===== config.mk =====
export PLATFORM = sky130hd
export DESIGN_NAME = gpnn_div
export DESIGN_NICKNAME = d
export VERILOG_FILES = /design/src/rtl/core/assert_macros.svh /design/src/rtl/core/gpnn_pkg.sv /design/src/rtl/core/gpnn_div.sv
export SDC_FILE = /design/constraint.sdc
export NUM_CORES = 1
export LEC_CHECK = 0
export BUFFER_PORTS_ARGS = -buffer_cell sky130_fd_sc_hd__buf_2
export CORE_MARGIN = 10
export CORE_UTILIZATION = 45
export CTS_BUF_LIST = sky130_fd_sc_hd__clkbuf_8
export CTS_CLUSTER_DIAMETER = 60
export DETAILED_ROUTE_END_ITERATION = 12
export PLACE_DENSITY = 0.73
export SYNTH_ARGS = -nofsm -noshare
export SYNTH_HDL_FRONTEND = slang
export SYNTH_SLANG_ARGS = --single-unit

===== constraint.sdc =====
create_clock -name clk -period 6.8 [get_ports clk]
set_clock_uncertainty 0.15 [all_clocks]
set_input_delay 0.34 -clock clk [delete_from_list [all_inputs] [get_ports clk]]
set_output_delay 0.34 -clock clk [all_outputs]
set_load 0.02 [all_outputs]

===== src/rtl/core/assert_macros.svh =====
// assertion macros used by grouped_pnn50_hrv in this folder
// expects a clock named clk and a synchronous reset named rst in the using module
`ifndef ASSERT_MACROS_SVH
`define ASSERT_MACROS_SVH

// property must hold at every clock edge outside reset
`define ASSERT_ALWAYS(label, prop, msg) \
  label: assert property (@(posedge clk) disable iff (rst) (prop)) else $error(msg);

// consequent must hold in the cycle after the antecedent
`define ASSERT_NEXT(label, ante, cons, msg) \
  label: assert property (@(posedge clk) disable iff (rst) (ante) |=> (cons)) else $error(msg);

// consequent must hold in the same cycle as the antecedent
`define ASSERT_SAME(label, ante, cons, msg) \
  label: assert property (@(posedge clk) disable iff (rst) (ante) |-> (cons)) else $error(msg);

`endif


===== src/rtl/core/gpnn_pkg.sv =====
// shared types and constants for the grouped pnn50 block
// no dependencies
package gpnn_pkg;

  localparam int KEY_W    = 64;
  localparam int RR_W     = 20;
  localparam int PNN_W    = 14;
  localparam int RRCNT_W  = 24;
  localparam int SCALE_W  = 14;

  localparam logic [RR_W-1:0]    THRESH_RESET = RR_W'(800);
  localparam logic [SCALE_W-1:0] SCALE        = SCALE_W'(10000);

  // quotient never exceeds 10000, so 14 quotient bits are enough
  localparam int QUOT_W = 14;
  localparam int STEP_W = $clog2(QUOT_W + 1);

  localparam logic OP_SAMPLE = 1'b0;
  localparam logic OP_REPORT = 1'b1;

  typedef enum logic [2:0] {
    ST_IDLE,
    ST_SEARCH,
    ST_UPDATE,
    ST_ALLOC,
    ST_RPT_DIV,
    ST_RPT_WAIT,
    ST_RPT_EMPTY
  } state_t;

  typedef enum logic [1:0] {
    DIV_IDLE,
    DIV_LOAD,
    DIV_RUN
  } div_state_t;

endpackage


===== src/rtl/core/gpnn_div.sv =====
// iterative rounded divider: (above * 10000 + pairs / 2) / pairs
// one quotient bit per cycle; depends on gpnn_pkg
module gpnn_div #(
  parameter int CNT_W = 24
) (
  input  logic                            clk,
  input  logic                            rst,
  input  logic                            start,
  input  logic [CNT_W-1:0]                above,
  input  logic [CNT_W-1:0]                pairs,
  output logic                            busy,
  output logic [gpnn_pkg::QUOT_W-1:0]     quot
);

  localparam int NUM_W = CNT_W + gpnn_pkg::SCALE_W;

  gpnn_pkg::div_state_t state, state_next;

  logic [NUM_W-1:0]                prod;
  logic [CNT_W-1:0]                divisor;
  logic [CNT_W-1:0]                rem;
  logic [gpnn_pkg::QUOT_W-1:0]     shreg;
  logic [gpnn_pkg::STEP_W-1:0]     step;
  logic [NUM_W-1:0]                num;
  logic [CNT_W:0]                  trial;
  logic                            qbit;

  always_comb begin
    state_next = state;
    case (state)
      gpnn_pkg::DIV_IDLE: if (start) state_next = gpnn_pkg::DIV_LOAD;
      gpnn_pkg::DIV_LOAD: state_next = gpnn_pkg::DIV_RUN;
      gpnn_pkg::DIV_RUN: begin
        if (step == gpnn_pkg::STEP_W'(1)) state_next = gpnn_pkg::DIV_IDLE;
      end
      default: state_next = gpnn_pkg::DIV_IDLE;
    endcase
  end

  always_comb begin
    num   = prod + NUM_W'(divisor >> 1);
    trial = {rem, shreg[gpnn_pkg::QUOT_W-1]};
    qbit  = (trial >= {1'b0, divisor});
    busy  = (state != gpnn_pkg::DIV_IDLE);
    quot  = shreg;
  end

  always_ff @(posedge clk) begin
    if (rst) begin
      state <= gpnn_pkg::DIV_IDLE;
    end else begin
      state <= state_next;
    end
  end

  always_ff @(posedge clk) begin
    case (state)
      gpnn_pkg::DIV_IDLE: begin
        if (start) begin
          prod    <= NUM_W'(above) * NUM_W'(gpnn_pkg::SCALE);
          divisor <= pairs;
        end
      end
      gpnn_pkg::DIV_LOAD: begin
        // top part of the dividend is already below the divisor
        rem   <= num[NUM_W-1:gpnn_pkg::SCALE_W];
        shreg <= num[gpnn_pkg::SCALE_W-1:0];
        step  <= gpnn_pkg::STEP_W'(gpnn_pkg::QUOT_W);
      end
      gpnn_pkg::DIV_RUN: begin
        if (qbit) begin
          rem <= CNT_W'(trial - {1'b0, divisor});
        end else begin
          rem <= trial[CNT_W-1:0];
        end
        shreg <= {shreg[gpnn_pkg::QUOT_W-2:0], qbit};
        step  <= step - gpnn_pkg::STEP_W'(1);
      end
      default: begin
      end
    endcase
  end

endmodule


# ---- Yosys cells after proc, flatten, opt, wreduce, memory -nomap -nowiden
# Cells that the tools add are included.
dict set report word_totals {
  reg_bits 102
  latchBits 0
  ram_bits 0
  rom_bits 0
  mem_count 0
}
dict set report op_classes {
  addsub 3
  n_mul 1
  div 0
  n_lt_le_gt_ge 1
  n_eq_ne 5
  n_shift 0
  n_mux 7
  bitwise_logic 0
  n_reduce_logical 5
}
# operator n
set ops {}
lappend ops {{24-bit case mux with 2 select lines} 1}
lappend ops {{38-bit by 23-bit adder with 38-bit output} 1}
lappend ops {{24-bit by 10-bit multiplier with 34-bit output (second input constant)} 1}
lappend ops {{14-bit case mux with 2 select lines} 1}
lappend ops {{25-bit by 24-bit >= comparator with 1-bit output} 1}
lappend ops {{24-bit 2-to-1 mux} 1}
lappend ops {{24-bit subtractor} 1}
lappend ops {{4-bit case mux with 2 select lines} 1}
lappend ops {{2-bit case mux with 3 select lines} 1}
lappend ops {{4-bit by 1-bit equality test with 1-bit output (second input constant)} 1}
lappend ops {{2-bit 2-to-1 mux} 2}
lappend ops {{2-bit inequality test (second input constant)} 2}
lappend ops {{2-bit AND reduction} 2}
lappend ops {{2-bit nonzero test} 2}
lappend ops {{4-bit by 1-bit subtractor with 4-bit output (second input constant)} 1}
lappend ops {{2-bit by 1-bit equality test with 1-bit output (second input constant)} 1}
lappend ops {{2-bit equality test (second input constant)} 1}
lappend ops {{2-bit logical NOT} 1}

# ---- Logic depth before layout (Yosys ltp)
# Gate-level depths: netlist of run 1.
dict set report logic_depth {
  ltp_word 3
  mapped_depth 20
  ltp_nobuf 20
}

# ---- Worst setup path after synthesis of run 1
# OpenSTA, ideal clock, no wires.
dict set report synth_path {
  path_type {input to register}
  start {in above[13]}
  end {reg prod[36], data pin}
  setup_ns 0.260
  arrival_ns 4.438
  setup_slack_ns 1.952
  stages 19
  n_path_buf 1
  path_cell_list {inv_1 > fa_1 > inv_1 > ha_1 > fa_1 > ha_1 > inv_1 > fa_1 > inv_1 > ha_1 > clkbuf_1 > a21oi_1 > o21ai_1 > a221o_1 > a41o_1 > a211oi_2 > nor2_1 > a311oi_2 > xnor2_1}
}
dict set report synth_via {
  elab_chain_cells 1
}
# item line_no
set synth_rtl {}
lappend synth_rtl {{from (decl)} gpnn_div.sv:9} ;# input logic [CNT_W-1:0] above,
lappend synth_rtl {{24-bit by 10-bit multiplier with 34-bit output} gpnn_div.sv:60} ;# prod <= NUM_W'(above) * NUM_W'(gpnn_pkg::SCALE);
lappend synth_rtl {{to (signal assigned)} gpnn_div.sv:60}
lappend synth_rtl {{to (decl)} gpnn_div.sv:19} ;# logic [NUM_W-1:0] prod;
# No other way between the ends.
# A chain may end at the register's enable or synchronous reset.

# ---- Worst setup path after layout of run 1
dict set report layout_path {
  start {in above[4]}
  end {reg prod[36], data pin}
}
# The elaborated chain is that of the path after synthesis.

==> metrics.log, run 1 <==
INFO  metric status = completed
INFO  metric synth.yosys.seq_area_share = 0.297
INFO  metric pwr-share-clk = 0.074
INFO  metric first_iter_violations = 440
INFO  metric final_util = 0.500
INFO  metric num-nets-final = 1380
INFO  metric period_share = 0.727
INFO  metric core_area = 0.0225 mm2
INFO  metric cp_common_cell = sky130_fd_sc_hd__inv_1
INFO  metric syn-mean-instance-area = 9.78 um2
INFO  metric route.antenna.remaining_nets = 0
INFO  metric timing.critical_path.slowest_cell_delay = 560 ps
INFO  metric power.net_switching = 2.39 mW
INFO  metric fin_tns_setup = 0 ps
INFO  metric fp-row-count = 55
INFO  metric clkTransAtPathRegs = 90 ps
INFO  metric wl = 21.5 mm
INFO  metric clock_tree.buffer_depth = 2
INFO  metric worst_ep_arrival_time = 4930 ps
INFO  metric worstSkewPairLatency = 380 ps
INFO  metric sequential_share_of_power = 0.252
INFO  metric area_growth_syn_to_layout = 9.82%
INFO  metric worst_min_delay_path_class = in2reg
INFO  metric crit_buf_inv = 5
INFO  metric postSynthCellCount = 1047
INFO  metric buffers_added_on_ports = 65
INFO  metric final-instance-count-excl-fill = 1415
INFO  metric p_leak = 5.20 nW
INFO  metric floorplan.die_area = 0.0292 mm2
INFO  metric r2r-start = divisor[1]$_DFFE_PP_
INFO  metric fmax = 0.202 GHz
INFO  metric timing.critical_path.from_type = input pin
INFO  metric setup.reg_to_reg.worst_slack = 3010 ps
INFO  metric routabilityCongestion = 0.860
INFO  metric worst_setup_path_category = in2reg
INFO  metric register_area = 0.00304 mm2
INFO  metric post-route-cell-area = 0.0112 mm2
INFO  metric peakVddDrop = 0.000211 V
INFO  metric placed_cells_incl_taps = 1376
INFO  metric switching_share = 0.462
INFO  metric setup_repair_after_global_routing_missed_its_margin = false
INFO  metric synth.most_common_cell = sky130_fd_sc_hd__inv_1
INFO  metric post-cts-setup-buffer-count = 0
INFO  metric cts-htree-levels = 3
INFO  metric wl_per_cell = 15.2 um
INFO  metric synth.top_cells.by_area = sky130_fd_sc_hd__edfxtp_1 29%, sky130_fd_sc_hd__ha_1 17%, sky130_fd_sc_hd__fa_1 12%
INFO  metric cp-endpoint = prod[36]$_DFFE_PP_
INFO  metric p_comb_frac = 0.674
INFO  metric yosysWarnings = 0
INFO  metric synth_top_cells_by_count = 186 x sky130_fd_sc_hd__inv_1, 143 x sky130_fd_sc_hd__ha_1, 100 x sky130_fd_sc_hd__edfxtp_1, 75 x sky130_fd_sc_hd__a21oi_1, 61 x sky130_fd_sc_hd__fa_1
INFO  metric tritoncts = yes
INFO  metric path_depth = 19
INFO  metric vias = 7424
INFO  metric drive_gt1_frac = 0.0841
INFO  metric cp_data_required_time = 6790 ps
INFO  metric initial_antenna_violation_count = 0
INFO  metric worst_setup_path_end_kind = register
INFO  metric worst_r2r_endpoint = rem[2]$_DFFE_PP_
INFO  metric fillCellCount = 2038
INFO  metric ordered_cell_list_for_the_critical_path = buf_2 > inv_1 > fa_1 > inv_1 > ha_1 > inv_1 > fa_1 > inv_1 > ha_1 > fa_1 > ha_1 > o21a_1 > o211ai_1 > o2bb2ai_2 > a41o_1 > a211oi_2 > nor2_1 > a311oi_2 > xnor2_1
INFO  metric final-setup-viol-count = 0
INFO  metric cp_max_fo = 6
INFO  metric cts_sinks = 102
INFO  metric drt-vias-per-instance = 5.25
INFO  metric synth-async-reset-ratio = 0
INFO  metric hold_buffers = 23
INFO  metric grt_start_max_net_pins = 59
INFO  metric synth_area = 0.0102 mm2
INFO  metric power.density = 460 mW/mm2
INFO  metric synth_largest_area_cell = sky130_fd_sc_hd__edfxtp_1
INFO  metric firstDrtPassIters = 5
INFO  metric max_cap_viol_count = 0
INFO  metric finalWorstPathRequiredPeriod = 4940 ps
INFO  metric drt_drc_violations_left = 0
INFO  metric area_of_the_multi_input_gates = 0.00639 mm2
INFO  metric grt.total_usage = 0.153
INFO  metric numCtsBuffers = 9
INFO  metric finalPower = 5.17 mW
INFO  metric io-pin-count = 66
INFO  metric intPower = 2.79 mW
INFO  metric yosysUniqueCellTypes = 68
INFO  metric cts_resized = 0
INFO  metric yosysTopAreaCellShare = 0.293
INFO  metric placed_area = 0.0108 mm2
INFO  metric synth_ff_type = sky130_fd_sc_hd__edfxtp_1
INFO  metric synth_enable_flop_cells = 100
INFO  metric slew-limit-headroom = 0.317
INFO  metric gr-total-overflow = 0
INFO  metric rr_worst_depth = 10
INFO  metric floorplan.die.width = 171 um
INFO  metric clk_root_buffer_cell = sky130_fd_sc_hd__clkbuf_8
INFO  metric start_util = 0.455
INFO  metric height_of_the_die = 171 um
INFO  metric grt_pass1_wl = 36.0 mm
INFO  metric slowest_stage = sky130_fd_sc_hd__fa_1
INFO  metric detailedPlacementHpwl = 17.4 mm
INFO  metric postSynthRegisterBits = 102
INFO  metric hold_violations = 0
INFO  metric kind_of_cell_adding_the_most_delay_to_the_critical_path = adder cells
INFO  metric max_slew.worst_pin.slew = 1020 ps
INFO  metric diodes = 0
INFO  metric timing.critical_path.from = above[4]
INFO  metric drv_slew = 0
INFO  metric syn_nets = 1302
INFO  metric first_global_vias = 7419
[power by group through the flow]
stage | Clock [mW] | Combinational (mW) | Sequential, mW
after CTS | 0.396 | 3.49 | 1.30
after global placement | 0 | 3.39 | 1.31
final | 0.384 | 3.49 | 1.30
after global routing | 0.420 | 3.97 | 1.33
after floorplan | 0 | 2.73 | 1.32
after detailed placement | 0 | 3.45 | 1.32
[per-layer routing]
layer,GRT usage,wire length (um)
met5,0,0
met4,0.0442,372
met3,0.0214,643
met2,0.260,10400
met1,0.198,10000
[final cells by class]
| cell class | instances | area share |
|---|---|---|
| Multi-Input combinational cell | 736 | 0.568 |
| Sequential cell | 102 | 0.270 |
| Inverter | 186 | 0.0621 |
| Timing Repair Buffer | 90 | 0.0507 |
| Tap cell | 285 | 0.0317 |
| Clock buffer | 9 | 0.0110 |
| Clock inverter | 7 | 0.00567 |
[logic make-up (layout without fill, tap and decap cells)]
kind of cell,after synthesis,count (layout),share of synthesized area
buf+inv,209,292,0.0794
xor+xnor,73,73,0.0624
simple gates,207,207,0.0995
flops,102,102,0.297
compound gates,235,235,0.151
fa+ha+maj,204,204,0.294
mux,17,17,0.0171
[per-stage QoR]
step | hold slack, ps | setup slack [ps]
after floorplan | 262 | 1950
after global placement | 360 | 1590
after detailed placement | 368 | 1480
after CTS | 4.35 | 1890
after global routing | 3.52 | 1600
final | 31.7 | 1860
[state kept, by name (all words and copies together) (netlist names)]
register / flops
rem: 24
divisor: 24
quot: 14
state: 2
prod: 34
step: 4
[worst reg2reg max path, stage by stage (launching register included)]
cell                       delay (ps)
sky130_fd_sc_hd__edfxtp_1         420
sky130_fd_sc_hd__inv_1             60
sky130_fd_sc_hd__ha_1             300
sky130_fd_sc_hd__nor2b_1          160
sky130_fd_sc_hd__o31ai_1          380
sky130_fd_sc_hd__a21oi_1          280
sky130_fd_sc_hd__a211oi_2         380
sky130_fd_sc_hd__o221a_2          830
sky130_fd_sc_hd__mux2_1           420
sky130_fd_sc_hd__nand2_1           80
sky130_fd_sc_hd__o21ai_1           70
[cell usage in the layout, fill, tap and decap left out, types with 6 or more instances in the layout]
cell	instances
sky130_fd_sc_hd__a211oi_1	12
sky130_fd_sc_hd__a21o_1	28
sky130_fd_sc_hd__a21oi_1	75
sky130_fd_sc_hd__a31oi_1	7
sky130_fd_sc_hd__and3_1	7
sky130_fd_sc_hd__buf_2	65
sky130_fd_sc_hd__clkbuf_8	9
sky130_fd_sc_hd__dlygate4sd3_1	23
sky130_fd_sc_hd__edfxtp_1	100
sky130_fd_sc_hd__fa_1	61
sky130_fd_sc_hd__ha_1	141
sky130_fd_sc_hd__inv_1	186
sky130_fd_sc_hd__mux2i_1	13
sky130_fd_sc_hd__nand2_1	59
sky130_fd_sc_hd__nand2b_1	13
sky130_fd_sc_hd__nand3_1	20
sky130_fd_sc_hd__nand4_1	14
sky130_fd_sc_hd__nor2_1	48
sky130_fd_sc_hd__nor2b_1	6
sky130_fd_sc_hd__nor3_1	13
sky130_fd_sc_hd__o211ai_1	14
sky130_fd_sc_hd__o21a_1	12
sky130_fd_sc_hd__o21ai_0	33
sky130_fd_sc_hd__o21ai_1	14
sky130_fd_sc_hd__o21bai_1	7
sky130_fd_sc_hd__xnor2_1	51
sky130_fd_sc_hd__xor2_1	22
[how the worst min path moves through the flow]
stage	endpoint	cells past startpoint	startpoint	slack (ps)
floorplan	state[0]$_SDFFE_PP0P_	1	rst	260
global placement	state[0]$_SDFFE_PP0P_	2	state[0]$_SDFFE_PP0P_	360
detailed placement	divisor[7]$_DFFE_PP_	1	pairs[7]	370
CTS	divisor[19]$_DFFE_PP_	1	pairs[19]	4
global route	divisor[19]$_DFFE_PP_	1	pairs[19]	4
finish	divisor[20]$_DFFE_PP_	1	pairs[20]	30
Note: power is estimated with default switching activity, not from simulation.
==> run 2: changes to the inputs <==
--- a/config.mk
+++ b/config.mk
@@ -5,13 +5,14 @@
 export SDC_FILE = /design/constraint.sdc
 export NUM_CORES = 1
 export LEC_CHECK = 0
+export ABC_AREA = 1
 export BUFFER_PORTS_ARGS = -buffer_cell sky130_fd_sc_hd__buf_2
 export CORE_MARGIN = 10
 export CORE_UTILIZATION = 45
 export CTS_BUF_LIST = sky130_fd_sc_hd__clkbuf_8
 export CTS_CLUSTER_DIAMETER = 60
 export DETAILED_ROUTE_END_ITERATION = 12
-export PLACE_DENSITY = 0.73
+export PLACE_DENSITY = 0.75
 export SYNTH_ARGS = -nofsm -noshare
 export SYNTH_HDL_FRONTEND = slang
 export SYNTH_SLANG_ARGS = --single-unit
==> constraint.sdc (replaced) <==
create_clock -name clk -period 4.3 [get_ports clk]
set_clock_uncertainty 0.15 [all_clocks]
set_input_delay 0.215 -clock clk [delete_from_list [all_inputs] [get_ports clk]]
set_output_delay 0.215 -clock clk [all_outputs]
set_load 0.02 [all_outputs]
==> run 2 against run 1 <==
Total power up 100%. Critical path depth unchanged. Worst hold slack better by 60 ps. First-iteration DRC count up 61%. Via count up 42%. Register-to-register slack worse by 1900 ps. Sequential power up 72%. Largest cell class unchanged. Highest routed layer unchanged.
==> metrics.log, run 2 <==
INFO  metric status = completed
INFO  metric register_area = 0.00304 mm2
INFO  metric num-nets-final = 2008
INFO  metric vias = 10.6k
INFO  metric final.setup.worst_slack = 282 ps
INFO  metric yosysUniqueCellTypes = 41
INFO  metric drt-vias-per-instance = 5.04
INFO  metric grt.total_usage = 0.184
INFO  metric cp_common_cell = sky130_fd_sc_hd__nand2_1
INFO  metric synth-async-reset-ratio = 0
INFO  metric sequential_share_of_power = 0.212
INFO  metric max_slew.worst_pin.slew = 1090 ps
INFO  metric p_comb_frac = 0.729
INFO  metric fillCellCount = 2506
INFO  metric synth.yosys.seq_area_share = 0.259
INFO  metric yosysWarnings = 0
INFO  metric pwr-share-clk = 0.059
INFO  metric initial_antenna_violation_count = 0
INFO  metric largest_register_ff_count = 34
INFO  metric worst_ep_arrival_time = 4020 ps
INFO  metric post_place_setup_slack = -156 ps
INFO  metric cp_max_fo = 5
INFO  metric crit_buf_inv = 5
INFO  metric intPower = 5.02 mW
INFO  metric worst_min_delay_path_class = in2reg
INFO  metric worstSkewPairLatency = 400 ps
INFO  metric final_hold_slack = 91.2 ps
INFO  metric final-setup-viol-count = 0
INFO  metric wl_per_cell = 14.6 um
INFO  metric hold_violations = 0
INFO  metric diodes = 0
INFO  metric r2r-start = divisor[17]$_DFFE_PP_
INFO  metric tritoncts = yes
INFO  metric postSynthCellCount = 1593
INFO  metric p_leak = 7.18 nW
INFO  metric period_share = 0.934
INFO  metric height_of_the_die = 182 um
INFO  metric route.antenna.remaining_nets = 0
INFO  metric routabilityCongestion = 0.910
INFO  metric fmax = 0.249 GHz
INFO  metric min_delay_path_depth = 4
INFO  metric numCtsBuffers = 9
INFO  metric drive_gt1_frac = 0.102
INFO  metric clk_root_buffer_cell = sky130_fd_sc_hd__clkbuf_8
INFO  metric slew-limit-headroom = 0.273
INFO  metric timing.critical_path.slowest_cell_delay = 550 ps
INFO  metric fp-row-count = 59
INFO  metric synth.most_common_cell = sky130_fd_sc_hd__nand2_1
INFO  metric drv_slew = 0
INFO  metric peakVddDrop = 0.000465 V
INFO  metric timing.critical_path.from_type = input pin
INFO  metric syn-mean-instance-area = 7.38 um2
INFO  metric gr-total-overflow = 0
INFO  metric floorplan.die.width = 182 um
INFO  metric clkTransAtPathRegs = 130 ps
INFO  metric timing.critical_path.from = above[3]
INFO  metric drt_drc_violations_left = 0
INFO  metric floorplan.die_area = 0.0330 mm2
INFO  metric firstDrtPassIters = 6
INFO  metric synth_ff_type = sky130_fd_sc_hd__edfxtp_1
INFO  metric worst_r2r_endpoint = rem[13]$_DFFE_PP_
INFO  metric syn_nets = 1848
INFO  metric grt_start_max_net_pins = 52
INFO  metric detailedPlacementHpwl = 25.7 mm
INFO  metric power.net_switching = 5.51 mW
INFO  metric cts-htree-levels = 3
INFO  metric synth_largest_area_cell = sky130_fd_sc_hd__edfxtp_1
INFO  metric worst_setup_path_end_kind = register
INFO  metric max_cap_viol_count = 0
INFO  metric synth_top_cells_by_count = 441 x sky130_fd_sc_hd__nand2_1, 350 x sky130_fd_sc_hd__inv_1, 143 x sky130_fd_sc_hd__ha_1, 103 x sky130_fd_sc_hd__nand3_1
INFO  metric cts_sinks = 102
INFO  metric finalWorstPathRequiredPeriod = 4020 ps
INFO  metric final_cell_mix = 441 x sky130_fd_sc_hd__nand2_1, 349 x sky130_fd_sc_hd__inv_1, 143 x sky130_fd_sc_hd__ha_1
INFO  metric rr_worst_depth = 10
INFO  metric synth_area = 0.0118 mm2
INFO  metric first_global_vias = 10.6k
INFO  metric postSynthRegisterBits = 102
INFO  metric setup.reg_to_reg.worst_slack = 1100 ps
INFO  metric wl = 30.6 mm
INFO  metric ordered_cell_list_for_the_critical_path = buf_2 > dlygate4sd3_1 > buf_4 > ha_1 > fa_1 > ha_1 > inv_1 > fa_1 > inv_1 > ha_1 > nand2_1 > nor2_1 > nand2_1 > nand2_1 > nand2_1 > nand3_1 > nand2_1 > nand3_1 > nand2_1
INFO  metric whs_endpoint = state[1]$_SDFFE_PP0P_
INFO  metric synth.top_cells.by_area = sky130_fd_sc_hd__edfxtp_1 26%, sky130_fd_sc_hd__ha_1 15%, sky130_fd_sc_hd__nand2_1 14%
INFO  metric switching_share = 0.523
INFO  metric buffers_added_on_ports = 65
INFO  metric most_common_library_cell_in_the_layout_ignoring_fill_and_taps = sky130_fd_sc_hd__nand2_1
INFO  metric start_util = 0.454
INFO  metric slowest_stage = sky130_fd_sc_hd__dlygate4sd3_1
INFO  metric kind_of_cell_adding_the_most_delay_to_the_critical_path = adder cells
INFO  metric area_growth_syn_to_layout = 14.6%
INFO  metric first_iter_violations = 710
INFO  metric registers.top_by_ff_count = prod
INFO  metric worst_setup_path_category = in2reg
INFO  metric area_of_the_multi_input_gates = 0.00731 mm2
INFO  metric core_area = 0.0259 mm2
INFO  metric cp_data_required_time = 4310 ps
INFO  metric grt_pass1_wl = 50.4 mm
INFO  metric clock_tree.buffer_depth = 2
INFO  metric hold_start = start
INFO  metric power.density = 782 mW/mm2
INFO  metric largestRegisters = prod x34, divisor x24, rem x24
INFO  metric synth_enable_flop_cells = 100
INFO  metric io-pin-count = 66
INFO  metric yosysTopAreaCellShare = 0.255
==> run 2: tightest hold or removal path, stage by stage <==
cell,delay [ps]
sky130_fd_sc_hd__buf_2,80
sky130_fd_sc_hd__o21ai_0,150
sky130_fd_sc_hd__nor2_1,120
sky130_fd_sc_hd__a211oi_1,50
==> run 2: layout make-up <==
type,instances,share of cell area
Multi-Input combinational cell,1121,0.543
Sequential cell,102,0.226
Inverter,353,0.0984
Timing Repair Buffer,166,0.0859
Tap cell,335,0.0311
Clock buffer,9,0.00920
Clock inverter,7,0.00632
==> run 2: worst max-delay path by stage <==
stage | endpoint | slack [ps] | depth (start not counted)
floorplan | prod[36]$_DFFE_PP_ | 270 | 19
global placement | prod[37]$_DFFE_PP_ | -130 | 20
detailed placement | prod[37]$_DFFE_PP_ | -160 | 20
CTS | prod[37]$_DFFE_PP_ | 260 | 20
global route | prod[37]$_DFFE_PP_ | -4 | 20
finish | prod[36]$_DFFE_PP_ | 280 | 19
==> run 2: metal layers <==
| metal | share of wire | wire [um] | track usage | vias to the layer above |
|---|---|---|---|---|
| met1 | 0.43 | 13100 | 0.217 | 4861 |
| met4 | 0.023 | 706 | 0.0566 | 0 |
| met5 | 0 | 0 | 0 | - |
| li1 | - | - | - | 5389 |
| met2 | 0.51 | 15700 | 0.341 | 255 |
| met3 | 0.036 | 1110 | 0.0157 | 50 |
==> run 2: per-stage QoR <==
step	utilization	instances	instance area, um2	total power, mW	TNS [ps]
2_1_floorplan	-	1593	11800	7.56	0
3_3_place_gp	0.500	2048	13000	9.68	-260
3_5_place_dp	0.500	2048	13000	9.81	-660
4_1_cts	0.519	2093	13500	10.5	0
5_1_grt	0.520	2093	13500	11.7	-4.37
6_report	0.520	2093	13500	10.5	0
==> run 2: logic make-up (layout without fill, tap and decap cells) <==
group                      count (synthesis)  count (layout)  share of synthesized area
adders and majority gates                204             204                      0.256
xor gates and xnor gates                  38              38                     0.0283
and+or+nand+nor                          747             747                      0.275
AOI/OAI and AO/OA                        132             132                     0.0617
buffers and inverters                    370             535                      0.120
DFF                                      102             102                      0.259
==> run 2: power groups by stage <==
stage               clock network, mW  logic, mW  registers [mW]
floorplan                           0       5.33            2.23
global placement                    0       7.45            2.23
detailed placement                  0       7.57            2.25
CTS                             0.638       7.64            2.22
global route                    0.678       8.71            2.27
finish                          0.622       7.68            2.23
==> run 2: timing repair <==
item / 4_1_cts / 5_1_grt
gates resized for setup: 0 / 3
hold buffers: 29 / 0
setup buffers: 0 / 0
endpoints found under the setup margin: 0 / 3
hold endpoints to repair: 30 / 0
